File: src/sv/jfp_pkg.sv
// Shared types, constants and the axis mapping table of the joint feedback frame parser.
package jfp_pkg;

	// Frame layout.
	localparam int AXIS_COUNT  = 6;
	localparam int AXIS_W      = 3;
	localparam int COUNT_W     = 14;
	localparam int POS_W       = 5;
	localparam int FRAME_LEN   = 27;
	localparam int DIGIT_FIRST = 1;
	localparam int DIGIT_LAST  = 24;
	localparam int POS_SAT     = 28;

	// ASCII characters the parser looks for.
	localparam logic [7:0] CH_S    = 8'h53;
	localparam logic [7:0] CH_ZERO = 8'h30;
	localparam logic [7:0] CH_NINE = 8'h39;

	// Frame queue between the parser and the mapping side.
	localparam int QUEUE_DEPTH = 4;
	localparam int QPTR_W      = 2;

	// Widths of the mapping datapath.
	localparam int N_W         = 36;
	localparam int M_W         = 36;
	localparam int P_W         = 22;
	localparam int R_W         = 21;
	localparam int D_W         = 18;
	localparam int QE_W        = 18;
	localparam int T_W         = QE_W + D_W + 1;
	localparam int SHIFT_SHORT = 26;
	localparam int SHIFT_LONG  = 37;

	typedef logic signed [15:0] angle_t;
	localparam angle_t ANGLE_MAX = 16'sh7FFF;
	localparam angle_t ANGLE_MIN = 16'sh8000;

	typedef enum logic [1:0] {
		ST_OK         = 2'd0,
		ST_BAD_LENGTH = 2'd1,
		ST_BAD_DIGIT  = 2'd2,
		ST_ZERO_FRAME = 2'd3
	} status_t;

	typedef enum logic [1:0] {
		BK_IDLE,
		BK_ISSUE,
		BK_DRAIN,
		BK_HOLD
	} back_state_t;

	typedef struct packed {
		logic [7:0] rx_byte;
		logic       end_of_message;
	} in_word_t;

	typedef struct packed {
		status_t status;
		angle_t  joint1_angle;
		angle_t  joint2_angle;
		angle_t  joint3_angle;
		angle_t  joint4_angle;
		angle_t  joint5_angle;
		angle_t  joint6_angle;
	} out_word_t;

	typedef logic [AXIS_COUNT-1:0][COUNT_W-1:0] counts_t;

	// One finished frame as handed from the parser to the mapping side.
	typedef struct packed {
		status_t status;
		counts_t counts;
	} job_t;

	typedef struct packed {
		logic               valid;
		logic [AXIS_W-1:0]  axis;
		logic [COUNT_W-1:0] count;
	} map_req_t;

	typedef struct packed {
		logic              valid;
		logic [AXIS_W-1:0] axis;
		angle_t            angle;
	} map_rsp_t;

	// Each axis maps as round(N / d) with N = p * count + q, rounded half away
	// from zero. The quotient by 2d uses the reciprocal r and a right shift.
	typedef struct packed {
		logic signed [P_W-1:0] p;
		logic signed [N_W-1:0] q;
		logic [D_W-1:0]        d;
		logic [R_W-1:0]        r;
		logic                  long_shift;
	} coef_t;

	function automatic coef_t axis_coef(input logic [AXIS_W-1:0] axis);
		coef_t c;
		c = '0;
		unique case (axis)
			3'd0: begin
				c.p = -22'sd157;
				c.q = 36'sd321536;
				c.d = 18'd25;
				c.r = 21'd1342177;
				c.long_shift = 1'b0;
			end
			3'd1, 3'd2: begin
				c.p = 22'sd157;
				c.q = -36'sd160768;
				c.d = 18'd25;
				c.r = 21'd1342177;
				c.long_shift = 1'b0;
			end
			3'd3: begin
				c.p = -22'sd1286144;
				c.q = 36'sd6430076928;
				c.d = 18'd249975;
				c.r = 21'd274905;
				c.long_shift = 1'b1;
			end
			3'd4: begin
				c.p = 22'sd321536;
				c.q = -36'sd1607519232;
				c.d = 18'd249975;
				c.r = 21'd274905;
				c.long_shift = 1'b1;
			end
			default: begin
				c.p = 22'sd1286144;
				c.q = -36'sd6430076928;
				c.d = 18'd249975;
				c.r = 21'd274905;
				c.long_shift = 1'b1;
			end
		endcase
		return c;
	endfunction

endpackage

File: src/sv/jfp_front.sv
// Byte parser: tracks the frame position, checks digits and collects the six counts.
module jfp_front (
	input  logic            clk,
	input  logic            arst_n,
	input  logic            push,
	input  jfp_pkg::in_word_t rx_word,
	input  logic            q_full,
	output logic            job_push,
	output jfp_pkg::job_t   job
);
	import jfp_pkg::*;

	logic [POS_W-1:0]   pos_q;
	logic               bad_q;
	logic               zero_q;
	logic [COUNT_W-1:0] acc_q;
	counts_t            counts_q;

	logic               take;
	logic [7:0]         b;
	logic               is_digit;
	logic [3:0]         digit_val;
	logic               in_digits;
	logic               group_end;
	logic [COUNT_W-1:0] acc_next;
	logic               bad_next;
	logic               zero_next;
	logic [POS_W-1:0]   pos_m1;
	logic [AXIS_W-1:0]  slot;
	status_t            status;

	// Classify the incoming byte and work out the next frame state.
	always_comb begin
		take      = push && !q_full;
		b         = rx_word.rx_byte;
		is_digit  = (b >= CH_ZERO) && (b <= CH_NINE);
		digit_val = is_digit ? 4'(b - CH_ZERO) : 4'd0;
		in_digits = (pos_q >= POS_W'(DIGIT_FIRST)) && (pos_q <= POS_W'(DIGIT_LAST));
		group_end = in_digits && (pos_q[1:0] == 2'b00);
		acc_next  = COUNT_W'({acc_q, 3'b000}) + COUNT_W'({acc_q, 1'b0})
			+ COUNT_W'(digit_val);
		bad_next  = bad_q || (in_digits && !is_digit);
		zero_next = zero_q
			&& !((pos_q == '0) && (b != CH_S))
			&& !(in_digits && (b != CH_ZERO));
		pos_m1    = pos_q - POS_W'(1);
		slot      = AXIS_W'(pos_m1 >> 2);
	end

	// Status priority: length, then digits, then the all-zero frame.
	always_comb begin
		priority if (pos_q != POS_W'(FRAME_LEN - 1)) begin
			status = ST_BAD_LENGTH;
		end else if (bad_next) begin
			status = ST_BAD_DIGIT;
		end else if (zero_next) begin
			status = ST_ZERO_FRAME;
		end else begin
			status = ST_OK;
		end
	end

	assign job_push   = take && rx_word.end_of_message;
	assign job.status = status;
	assign job.counts = counts_q;

	// Frame state; it returns to its reset value after the last byte.
	always_ff @(posedge clk or negedge arst_n) begin
		if (!arst_n) begin
			pos_q  <= '0;
			bad_q  <= 1'b0;
			zero_q <= 1'b1;
			acc_q  <= '0;
		end else if (take) begin
			if (rx_word.end_of_message) begin
				pos_q  <= '0;
				bad_q  <= 1'b0;
				zero_q <= 1'b1;
				acc_q  <= '0;
			end else begin
				pos_q  <= (pos_q < POS_W'(POS_SAT)) ? pos_q + POS_W'(1) : POS_W'(POS_SAT);
				bad_q  <= bad_next;
				zero_q <= zero_next;
				if (in_digits) begin
					acc_q <= group_end ? '0 : acc_next;
				end
			end
		end
	end

	// The fourth digit of a group closes that axis count.
	always_ff @(posedge clk) begin
		if (take && group_end) begin
			counts_q[slot] <= acc_next;
		end
	end

endmodule

File: src/sv/jfp_queue.sv
// Short queue of finished frames between the parser and the mapping side.
module jfp_queue (
	input  logic          clk,
	input  logic          arst_n,
	input  logic          push,
	input  jfp_pkg::job_t wr_job,
	output logic          full,
	output logic          valid,
	output jfp_pkg::job_t head,
	input  logic          pop
);
	import jfp_pkg::*;

	job_t              mem_q [QUEUE_DEPTH];
	logic [QPTR_W-1:0] wr_ptr_q;
	logic [QPTR_W-1:0] rd_ptr_q;
	logic [QPTR_W:0]   cnt_q;

	assign full  = (cnt_q == (QPTR_W + 1)'(QUEUE_DEPTH));
	assign valid = (cnt_q != '0);
	assign head  = mem_q[rd_ptr_q];

	// Pointers and fill level.
	always_ff @(posedge clk or negedge arst_n) begin
		if (!arst_n) begin
			wr_ptr_q <= '0;
			rd_ptr_q <= '0;
			cnt_q    <= '0;
		end else begin
			if (push) begin
				wr_ptr_q <= wr_ptr_q + QPTR_W'(1);
			end
			if (pop) begin
				rd_ptr_q <= rd_ptr_q + QPTR_W'(1);
			end
			unique case ({push, pop})
				2'b10:   cnt_q <= cnt_q + (QPTR_W + 1)'(1);
				2'b01:   cnt_q <= cnt_q - (QPTR_W + 1)'(1);
				default: cnt_q <= cnt_q;
			endcase
		end
	end

	// Entry storage.
	always_ff @(posedge clk) begin
		if (push) begin
			mem_q[wr_ptr_q] <= wr_job;
		end
	end

endmodule

File: src/sv/jfp_mapper.sv
// Five-stage pipeline that maps one axis count to a saturated Q4.12 angle per cycle.
module jfp_mapper (
	input  logic              clk,
	input  logic              arst_n,
	input  jfp_pkg::map_req_t req,
	output jfp_pkg::map_rsp_t rsp
);
	import jfp_pkg::*;

	logic v_s1, v_s2, v_s3, v_s4, v_s5;
	logic [AXIS_W-1:0] axis_s1, axis_s2, axis_s3, axis_s4, axis_s5;

	logic signed [N_W-1:0] n_s1;
	logic [M_W-1:0]        m_s2, m_s3, m_s4;
	logic                  neg_s2, neg_s3, neg_s4;
	logic [QE_W-1:0]       qe_s3, qe_s4;
	logic [T_W-1:0]        t_s4;
	angle_t                angle_s5;

	coef_t                 coef1, coef2, coef3, coef4, coef5;
	logic signed [N_W-1:0] prod1;
	logic signed [N_W-1:0] n1;
	logic [M_W-1:0]        mag2;
	logic [M_W-1:0]        m2;
	logic [M_W+R_W-1:0]    prod3;
	logic [QE_W-1:0]       qe3;
	logic [T_W-1:0]        t4;
	logic [T_W-1:0]        r5;
	logic                  bump5;
	logic [QE_W:0]         q5;
	angle_t                angle5;

	// Stage 1: numerator as a linear function of the count.
	always_comb begin
		coef1 = axis_coef(req.axis);
		prod1 = coef1.p * $signed({1'b0, req.count});
		n1    = prod1 + coef1.q;
	end

	// Stage 2: twice the magnitude plus the divisor, for rounding half away from zero.
	always_comb begin
		coef2 = axis_coef(axis_s1);
		mag2  = n_s1[N_W-1] ? M_W'(-n_s1) : M_W'(n_s1);
		m2    = {mag2[M_W-2:0], 1'b0} + M_W'(coef2.d);
	end

	// Stage 3: quotient estimate by reciprocal, at most one below the true value.
	always_comb begin
		coef3 = axis_coef(axis_s2);
		prod3 = m_s2 * coef3.r;
		qe3   = coef3.long_shift ? QE_W'(prod3 >> SHIFT_LONG) : QE_W'(prod3 >> SHIFT_SHORT);
	end

	// Stage 4: product of the estimate and the divisor.
	always_comb begin
		coef4 = axis_coef(axis_s3);
		t4    = qe_s3 * {coef4.d, 1'b0};
	end

	// Stage 5: correct the estimate, restore the sign and saturate.
	always_comb begin
		coef5 = axis_coef(axis_s4);
		r5    = T_W'(m_s4) - t_s4;
		bump5 = (r5 >= T_W'({coef5.d, 1'b0}));
		q5    = {1'b0, qe_s4} + (QE_W + 1)'(bump5);
		if (neg_s4) begin
			angle5 = (q5 >= (QE_W + 1)'(32768)) ? ANGLE_MIN : angle_t'(~q5[15:0] + 16'd1);
		end else begin
			angle5 = (q5 > (QE_W + 1)'(32767)) ? ANGLE_MAX : angle_t'(q5[15:0]);
		end
	end

	// Stage valid bits.
	always_ff @(posedge clk or negedge arst_n) begin
		if (!arst_n) begin
			v_s1 <= 1'b0;
			v_s2 <= 1'b0;
			v_s3 <= 1'b0;
			v_s4 <= 1'b0;
			v_s5 <= 1'b0;
		end else begin
			v_s1 <= req.valid;
			v_s2 <= v_s1;
			v_s3 <= v_s2;
			v_s4 <= v_s3;
			v_s5 <= v_s4;
		end
	end

	// Stage data.
	always_ff @(posedge clk) begin
		axis_s1  <= req.axis;
		n_s1     <= n1;
		axis_s2  <= axis_s1;
		m_s2     <= m2;
		neg_s2   <= n_s1[N_W-1];
		axis_s3  <= axis_s2;
		m_s3     <= m_s2;
		neg_s3   <= neg_s2;
		qe_s3    <= qe3;
		axis_s4  <= axis_s3;
		m_s4     <= m_s3;
		neg_s4   <= neg_s3;
		qe_s4    <= qe_s3;
		t_s4     <= t4;
		axis_s5  <= axis_s4;
		angle_s5 <= angle5;
	end

	assign rsp.valid = v_s5;
	assign rsp.axis  = axis_s5;
	assign rsp.angle = angle_s5;

endmodule

File: src/sv/jfp_back.sv
// Result side: takes queued frames, maps the six axes of good ones and holds the output word.
module jfp_back (
	input  logic               clk,
	input  logic               arst_n,
	input  logic               job_valid,
	input  jfp_pkg::job_t      head,
	output logic               job_pop,
	output jfp_pkg::out_word_t result,
	output logic               empty,
	input  logic               pop
);
	import jfp_pkg::*;

	localparam logic [AXIS_W-1:0] AXIS_LAST = AXIS_W'(AXIS_COUNT - 1);

	back_state_t       state_q, state_d;
	logic [AXIS_W-1:0] issue_q;
	logic              out_valid_q;
	out_word_t         out_q;
	angle_t            angles_q [AXIS_COUNT];

	logic     out_free;
	logic     issue;
	logic     load_reject;
	logic     load_mapped;
	logic     last_done;
	map_req_t req;
	map_rsp_t rsp;

	jfp_mapper u_mapper (
		.clk    (clk),
		.arst_n (arst_n),
		.req    (req),
		.rsp    (rsp)
	);

	assign out_free  = !out_valid_q || pop;
	assign last_done = rsp.valid && (rsp.axis == AXIS_LAST);

	// Next state.
	always_comb begin
		state_d = state_q;
		unique case (state_q)
			BK_IDLE: begin
				if (job_valid && (head.status == ST_OK)) begin
					state_d = BK_ISSUE;
				end
			end
			BK_ISSUE: begin
				if (issue_q == AXIS_LAST) begin
					state_d = BK_DRAIN;
				end
			end
			BK_DRAIN: begin
				if (last_done) begin
					state_d = BK_HOLD;
				end
			end
			BK_HOLD: begin
				if (out_free) begin
					state_d = BK_IDLE;
				end
			end
			default: state_d = BK_IDLE;
		endcase
	end

	// State outputs.
	always_comb begin
		issue       = 1'b0;
		load_reject = 1'b0;
		load_mapped = 1'b0;
		unique case (state_q)
			BK_IDLE:  load_reject = job_valid && (head.status != ST_OK) && out_free;
			BK_ISSUE: issue = 1'b1;
			BK_DRAIN: ;
			BK_HOLD:  load_mapped = out_free;
			default:  ;
		endcase
		job_pop = load_reject || load_mapped;
	end

	assign req.valid = issue;
	assign req.axis  = issue_q;
	assign req.count = head.counts[issue_q];

	// Control registers.
	always_ff @(posedge clk or negedge arst_n) begin
		if (!arst_n) begin
			state_q     <= BK_IDLE;
			issue_q     <= '0;
			out_valid_q <= 1'b0;
		end else begin
			state_q <= state_d;
			if (issue) begin
				issue_q <= (issue_q == AXIS_LAST) ? '0 : issue_q + AXIS_W'(1);
			end
			if (load_reject || load_mapped) begin
				out_valid_q <= 1'b1;
			end else if (pop) begin
				out_valid_q <= 1'b0;
			end
		end
	end

	// Collect mapped angles and load the output word.
	always_ff @(posedge clk) begin
		if (rsp.valid) begin
			angles_q[rsp.axis] <= rsp.angle;
		end
		if (load_reject) begin
			out_q.status       <= head.status;
			out_q.joint1_angle <= '0;
			out_q.joint2_angle <= '0;
			out_q.joint3_angle <= '0;
			out_q.joint4_angle <= '0;
			out_q.joint5_angle <= '0;
			out_q.joint6_angle <= '0;
		end else if (load_mapped) begin
			out_q.status       <= ST_OK;
			out_q.joint1_angle <= angles_q[0];
			out_q.joint2_angle <= angles_q[1];
			out_q.joint3_angle <= angles_q[2];
			out_q.joint4_angle <= angles_q[3];
			out_q.joint5_angle <= angles_q[4];
			out_q.joint6_angle <= angles_q[5];
		end
	end

	assign result = out_q;
	assign empty  = !out_valid_q;

endmodule

File: src/sv/joint_feedback_frame_parser.sv
// Top level of the joint feedback frame parser: parser, frame queue and result side.
//
// Frames of encoder feedback come in one byte word per clock and leave as one
// result word per frame, taken on the byte flagged as last. The parser takes a
// byte every cycle as long as its four-entry frame queue has room; full is the
// queue's full flag and holds off all bytes while it is set. A rejected frame
// (wrong length, non-digit, all-zero frame) skips the mapper; its word is loaded
// into the output word register from the queue head once that register is free.
// A good frame runs its six axes through a shared five-stage mapping pipeline,
// one axis per cycle; since a good frame is 27 bytes long, the result side keeps
// up with a continuous byte stream. The output word register lets the parser keep
// working while a result waits to be popped.
module joint_feedback_frame_parser (
	input  logic               clk,
	input  logic               arst_n,
	input  logic               push,
	output logic               full,
	input  jfp_pkg::in_word_t  rx_word,
	output logic               empty,
	input  logic               pop,
	output jfp_pkg::out_word_t result
);
	import jfp_pkg::*;

	logic q_full;
	logic job_push;
	job_t job;
	logic job_valid;
	job_t head;
	logic job_pop;

	jfp_front u_front (
		.clk      (clk),
		.arst_n   (arst_n),
		.push     (push),
		.rx_word  (rx_word),
		.q_full   (q_full),
		.job_push (job_push),
		.job      (job)
	);

	jfp_queue u_queue (
		.clk    (clk),
		.arst_n (arst_n),
		.push   (job_push),
		.wr_job (job),
		.full   (q_full),
		.valid  (job_valid),
		.head   (head),
		.pop    (job_pop)
	);

	jfp_back u_back (
		.clk       (clk),
		.arst_n    (arst_n),
		.job_valid (job_valid),
		.head      (head),
		.job_pop   (job_pop),
		.result    (result),
		.empty     (empty),
		.pop       (pop)
	);

	assign full = q_full;

endmodule

File: config.mk
export PLATFORM = sky130hd
export DESIGN_NAME = joint_feedback_frame_parser
export DESIGN_NICKNAME = d
export VERILOG_FILES = /design/src/sv/jfp_pkg.sv /design/src/sv/jfp_front.sv /design/src/sv/jfp_queue.sv /design/src/sv/jfp_mapper.sv /design/src/sv/jfp_back.sv /design/src/sv/joint_feedback_frame_parser.sv
export SDC_FILE = /design/constraint.sdc
export NUM_CORES = 2
export LEC_CHECK = 0
export ABC_CLOCK_PERIOD_IN_PS = 18850
export BUFFER_PORTS_ARGS = -buffer_cell sky130_fd_sc_hd__buf_2
export CAP_MARGIN = 30
export CORE_MARGIN = 3
export CORE_UTILIZATION = 50
export DETAILED_ROUTE_END_ITERATION = 10
export PLACE_DENSITY = 0.77
export SYNTH_ARGS = -nofsm -noshare
export SYNTH_HDL_FRONTEND = slang
export SYNTH_SLANG_ARGS = --single-unit
export TNS_END_PERCENT = 20
File: constraint.sdc
create_clock -name clk -period 18.85 [get_ports clk]
set_clock_uncertainty 0.05 [all_clocks]
set_input_delay 1.885 -clock clk [delete_from_list [all_inputs] [get_ports clk]]
set_output_delay 1.885 -clock clk [all_outputs]
set_load 0.01 [all_outputs]
# Word-level counts from Yosys, hierarchy flattened
# Memories as Yosys holds them, arrays and structs flattened.
# Cells that the tools add are included.
classes:
  add_sub_neg: 16
  mul: 3
  n_div: 0
  order_cmp: 11
  n_eq_ne: 35
  shifts: 0
  n_mux: 44
  bitwise_logic: 1
  reduce_logical: 46
ops:
  columns: ["operator", "n"]
  rows:
  - ["$pmux 40 s4", 3]
  - ["$pmux 98 s4", 1]
  - ["$mux 98", 2]
  - ["$pmux 22 s4", 1]
  - ["$bwmux 84", 1]
  - ["$mul 36x21->55", 1]
  - ["$mux 16", 3]
  - ["$bmux 14 s3", 1]
  - ["$demux 14 s3", 1]
  - ["$mux 13", 3]
  - ["$ge 37x19->1", 1]
  - ["$sub 36x37->37", 1]
  - ["$add 36x18->36", 1]
  - ["$add 36x36->36", 1]
  - ["$mul 18x18->36", 1]
  - ["$mul 22x15->36", 1]
  - ["$mux 35", 1]
  - ["$neg 35->35", 1]
  - ["$eq 3x2->1 const B", 10]
  - ["$mux 14", 2]
  - ["$eq 3x3->1 const B", 8]
  - ["$add 18x1->19", 1]
  - ["$ge 19x16->1 const B", 1]
  - ["$gt 19x15->1 const B", 1]
  - ["other kinds (43)", 108]
word_totals:
  reg_bits: 470
  latchBits: 0
  ramBits: 440
  romBits: 0
  input_bits: 13
  out_inout_bits: 100
  word_cells: 202
  memories: 2
mem_list:
  columns: ["memory", "words", "word_bits", "rd", "rd_ports_with_merged_regs", "wr", "line", "text"]
  rows:
  - ["u_queue.mem_q", 4, 86, 1, 0, 1, "jfp_queue.sv:14", "job_t mem_q [QUEUE_DEPTH];"]
  - ["u_back.angles_q", 6, 16, 6, 0, 1, "jfp_back.sv:20", "angle_t angles_q [AXIS_COUNT];"]

# Logic depth before layout (Yosys ltp)
depth:
  depth_word: 9
  ltp_mapped: 36
  mapped_depth_nobuf: 36

# Modules after synthesis
# Synthesis repeated with hierarchy kept, for this count alone.
unflattened:
  hier_cells: 5820
  area_unflattened_um2: 67448.4
modules_own_cells:
  columns: ["mod", "n_inst", "cells_per_inst", "area_per_inst_um2", "seq_area_each_um2"]
  rows:
  - ["jfp_mapper", 1, 4404, 42849.8, 5049.8]
  - ["jfp_queue", 1, 483, 12797.3, 10505.1]
  - ["jfp_back", 1, 628, 7328.3, 5014.8]
  - ["jfp_front", 1, 305, 4473.0, 3024.2]

# Worst setup path after synthesis
# Ideal clock, no wire load.
synth_timing:
  path_kind: "flip-flop to flip-flop"
  from: "register u_queue.rd_ptr_q[0]"
  to: "register u_back.u_mapper.n_s1[35]"
  setup_ns: 0.121
  arrival_time_ns: 8.283
  t_required_ns: 18.679
  slack_ns: 10.397
  path_stages_with_launch: 32
  path_buffers: 4
  synth_period_minus_slack_ns: 8.453
  cell_sequence: "dfrtp_1 -> buf_2 -> buf_2 -> buf_1 -> buf_2 -> mux4_2 -> a21oi_1 -> nand2_1 -> inv_1 -> nand2_1 -> o21ai_0 -> fa_1 -> fa_1 -> fa_1 -> inv_1 -> fa_1 -> fa_1 -> inv_1 -> fa_1 -> inv_1 -> ha_1 -> o21ai_0 -> a21oi_1 -> o21ai_0 -> a21oi_1 -> and4_1 -> a221oi_1 -> a21oi_1 -> a311oi_1 -> o21bai_1 -> a21o_1 -> xnor2_1"
synth_between:
  elab_chain_len: 5
synth_rtl:
  columns: ["element", "line", "text"]
  rows:
  - ["start: declaration", "jfp_queue.sv:16", "logic [QPTR_W-1:0] rd_ptr_q;"]
  - ["start signal: assignment", "jfp_queue.sv:34", "rd_ptr_q <= rd_ptr_q + QPTR_W'(1);"]
  - ["$mem_v2 4x86", null, null]
  - ["$bmux 14 s3", "jfp_back.sv:85", "assign req.count = head.counts[issue_q];"]
  - ["$mux 14 (not written as such)", "jfp_back.sv:85", null]
  - ["$mul 22x15->36", "jfp_mapper.sv:36", "prod1 = coef1.p * $signed({1'b0, req.count});"]
  - ["$add 36x36->36", "jfp_mapper.sv:37", "n1 = prod1 + coef1.q;"]
  - ["via u_back.u_mapper.n1[35]", "jfp_mapper.sv:22", "logic signed [N_W-1:0] n1;"]
  - ["end signal: assignment", "jfp_mapper.sv:93", "n_s1 <= n1;"]
  - ["end: declaration", "jfp_mapper.sv:13", "logic signed [N_W-1:0] n_s1;"]
# The timed path passes the listed nets, and every way through them passes these cells. The select of a mux whose other input is x is not followed.
# A chain may end at the register's enable or synchronous reset.

# Final worst setup path
# Ends and elaborated chain as after synthesis.

==> impl_results.md <==
* Status: finished clean
* Vias in the first global route at 44900
* TritonCTS Buffers at 91
* Unique masters post-synth at 93
* Largest net degree at the start of global routing at 97
* Hold Crit Start: u_back.u_mapper.m_s3[3]
* Hold Path Class: reg2reg
* Total number of vias at ~42000
* Crit. End Element: flop
* Hpwl dp at 118 mm
* DR iter-0 viols at 3020
* Asr flop ratio synth at 0.0419
* Tot GR Track Use at 0.231
* Post-CTS Setup Inserts at 0
* 1st-pass router iterations at 6
* RSZ-0062 raised after global routing: no
* Multi-input gate area at 38100 um^2
* Synthesized area per cell at between 10 and 15 um^2
* Port Buffers at 112
* Fillers at 10600
* Mapped Area at ~67000 um^2
* Max-cap violations at 0
* Mapped Nets at 7283
* Ports at 113
* Setup TNS at 0 ps
* Final setup violation count at 0
* Drc violations at 0
* FMAX at 0.103 GHz
* Die X at roughly 370 um
* Die Area at 138000 um^2
* Post-route ant nets at 0
* WP data arrival at 10240 ps
* Core area at 132000 um^2
* R2R Path End: u_back.u_mapper.n_s1[35]
* Clock tree buffer depth at 3
* Fin crit period at 9730 ps
* Hold Vio Cnt, Final at 0
* Crit start category: flop
* Required @ worst endpoint at 19360 ps
* Reg-to-reg slack, setup at 9120 ps
* Met3 Use GR at 0.0372
* Post-synth EDFFs at 526
* Worst path most repeated cell: fa_1
* H-tree levels at 3
* Slew of the pin with the lowest slew margin at 1010 ps
* Layout cells sized above 1 at 0.0814
* Routability cong. at between 0.9 and 1
* Ys Warns at 0
* Avg WL per Cell at 19.9 um
* #FFs+latches synth at 906
* Relative slew slack at 0.320
* Nets@finish at between 7000 and 8000
* Die H at 371 um
* CTS tree: yes
* Met2 Use GR at 0.396
* CTS hold repair buffers at 0
* # rows at 133
* Synth top area cells: fa_1, edfxtp_1, ha_1
* Hold path cells at 0
* Skew-Pair Late Insertion Delay at roughly 730 ps
* CP max stage delay at 600 ps
* Count leader, synth: inv_1
* Fin cells at 7725
* Clock Pin Slew Worst Setup and Hold Paths at 60 ps
* Crit-path slowest cell: dfrtp_4
* R2R cell count at 31
* Syn Inst Count at 5781
* Synth Flop Type: edfxtp_1
* Yosys top cell area share at 0.246
* Setup CP Type: reg2reg
* Layout Area Growth over Synthesis at 8.87%
* Synth area leader: fa_1
* GRT Residual Overflow at 0
* Met1 Usage GRT at 0.294
* Placed insts at 7551
* TritonCTS Sinks at 906
* Final Cycle Share at 0.516
* Clk root buf: clkbuf_16
* Register area share after synthesis at 0.354
* First-pass GRT wire length at 247 mm
* Overall routed net length at ~150 mm
* Initial antenna violation count at 0
* Slew Limit Fails at 0
* Gr busiest metal: met2
* Routed vias/inst at 5.37
* FF/Latch Area at 23600 um^2
* Synth top cells by count: inv_1, fa_1, ha_1
* FF-to-FF Start: u_queue.rd_ptr_q[0]
* Worst Hold End: u_back.u_mapper.m_s4[3]
* Starting Density at 0.505
* Post-CTS Resized at 0
* Crit path max fanout at 44
-- final cells by class --
type	instances	area share
multi-input combinational	3545	0.525
inverter	1183	0.0612
timing repair buffer	164	0.0141
antenna	1	0.0000345
sequential	906	0.325
clock inverter	53	0.00902
clock buffer	118	0.0347
tap	1755	0.0303
-- how the worst max path moves through the flow --
stage | start | endpoint | slack [ps] | cells after the start
after floorplan | u_queue.rd_ptr_q[0] | u_back.u_mapper.n_s1[35] | 10400 | 31
after detailed placement | u_queue.rd_ptr_q[0] | u_back.u_mapper.n_s1[35] | 8870 | 30
after global placement | u_queue.rd_ptr_q[0] | u_back.u_mapper.n_s1[35] | 8950 | 27
after CTS | u_queue.rd_ptr_q[0] | u_back.u_mapper.n_s1[35] | 8790 | 30
after global routing | u_queue.rd_ptr_q[0] | u_back.u_mapper.n_s1[35] | 8470 | 31
final | u_queue.rd_ptr_q[0] | u_back.u_mapper.n_s1[35] | 9120 | 31
-- per-stage QoR --
step / setup slack, ps / hold WS (ps) / utilization / cell area [um^2]
detailed placement: 8870 / 262 / 0.525 / 69300
finish: 9120 / 264 / 0.550 / 72500
global placement: 8950 / 261 / 0.524 / 69200
CTS: 8790 / 258 / 0.549 / 72500
global route: 8470 / 272 / 0.550 / 72500
floorplan: 10400 / 260 / - / 66600
-- metal layers --
layer  share of wire  up-vias
met5               0        -
li1                -    19100
met1            0.41    20700
met2            0.49     1367
met3           0.061      337
met4           0.040        0
-- cells by family (layout without fill, tap and decap cells) --
logic type / Yosys count / after routing / synth area share
AND/OR/NAND/NOR: 1024 / 1024 / 0.0708
AO/OA/AOI/OAI: 701 / 701 / 0.0651
multiplexers: 113 / 113 / 0.0342
buffers and inverters: 1330 / 1518 / 0.0752
XOR/XNOR: 217 / 217 / 0.0285
adder cells (fa/ha/maj): 1489 / 1489 / 0.372
other: 1 / 2 / 0.0000563
flip-flops: 906 / 906 / 0.354
-- placed cells by master, fill, tap and decap left out, drive strengths merged, types with 80 or more instances in the layout --
cell type	n
fa	818
buf	164
a21oi	297
inv	1188
dfxtp	342
o21ai	124
xor2	80
nor2	269
edfxtp	526
xnor2	137
ha	671
clkbuf	118
mux4	91
nand2	402
-- sequential cells by signal (all words and copies together), names as in the netlist, 13 cells and up --
signal / count
u_back.u_mapper.angle_s5: 16
u_back.u_mapper.m_s3: 35
u_queue.mem_q: 344
u_front.acc_q: 13
u_back.u_mapper.m_s2: 35
u_back.u_mapper.qe_s3: 18
u_front.job: 84
u_back.u_mapper.n_s1: 36
u_back.u_mapper.t_s4: 35
u_back.u_mapper.qe_s4: 18
u_back.angles_q: 96
u_back.u_mapper.m_s4: 35
u_back.result: 98
-- critical path: cells and delay by family, from the launching register on --
kind	cells	cell delay, ps
AOI/OAI and AO/OA	11	2630
xor gates and xnor gates	1	120
adders and majority gates	7	3340
buffers and inverters	7	1390
DFF	1	600
muxes	1	570
and+or+nand+nor	4	780
Power is left out: the tool's default activity adds up to more than one toggle a clock period on the data nets, which glitch-free logic cannot reach.
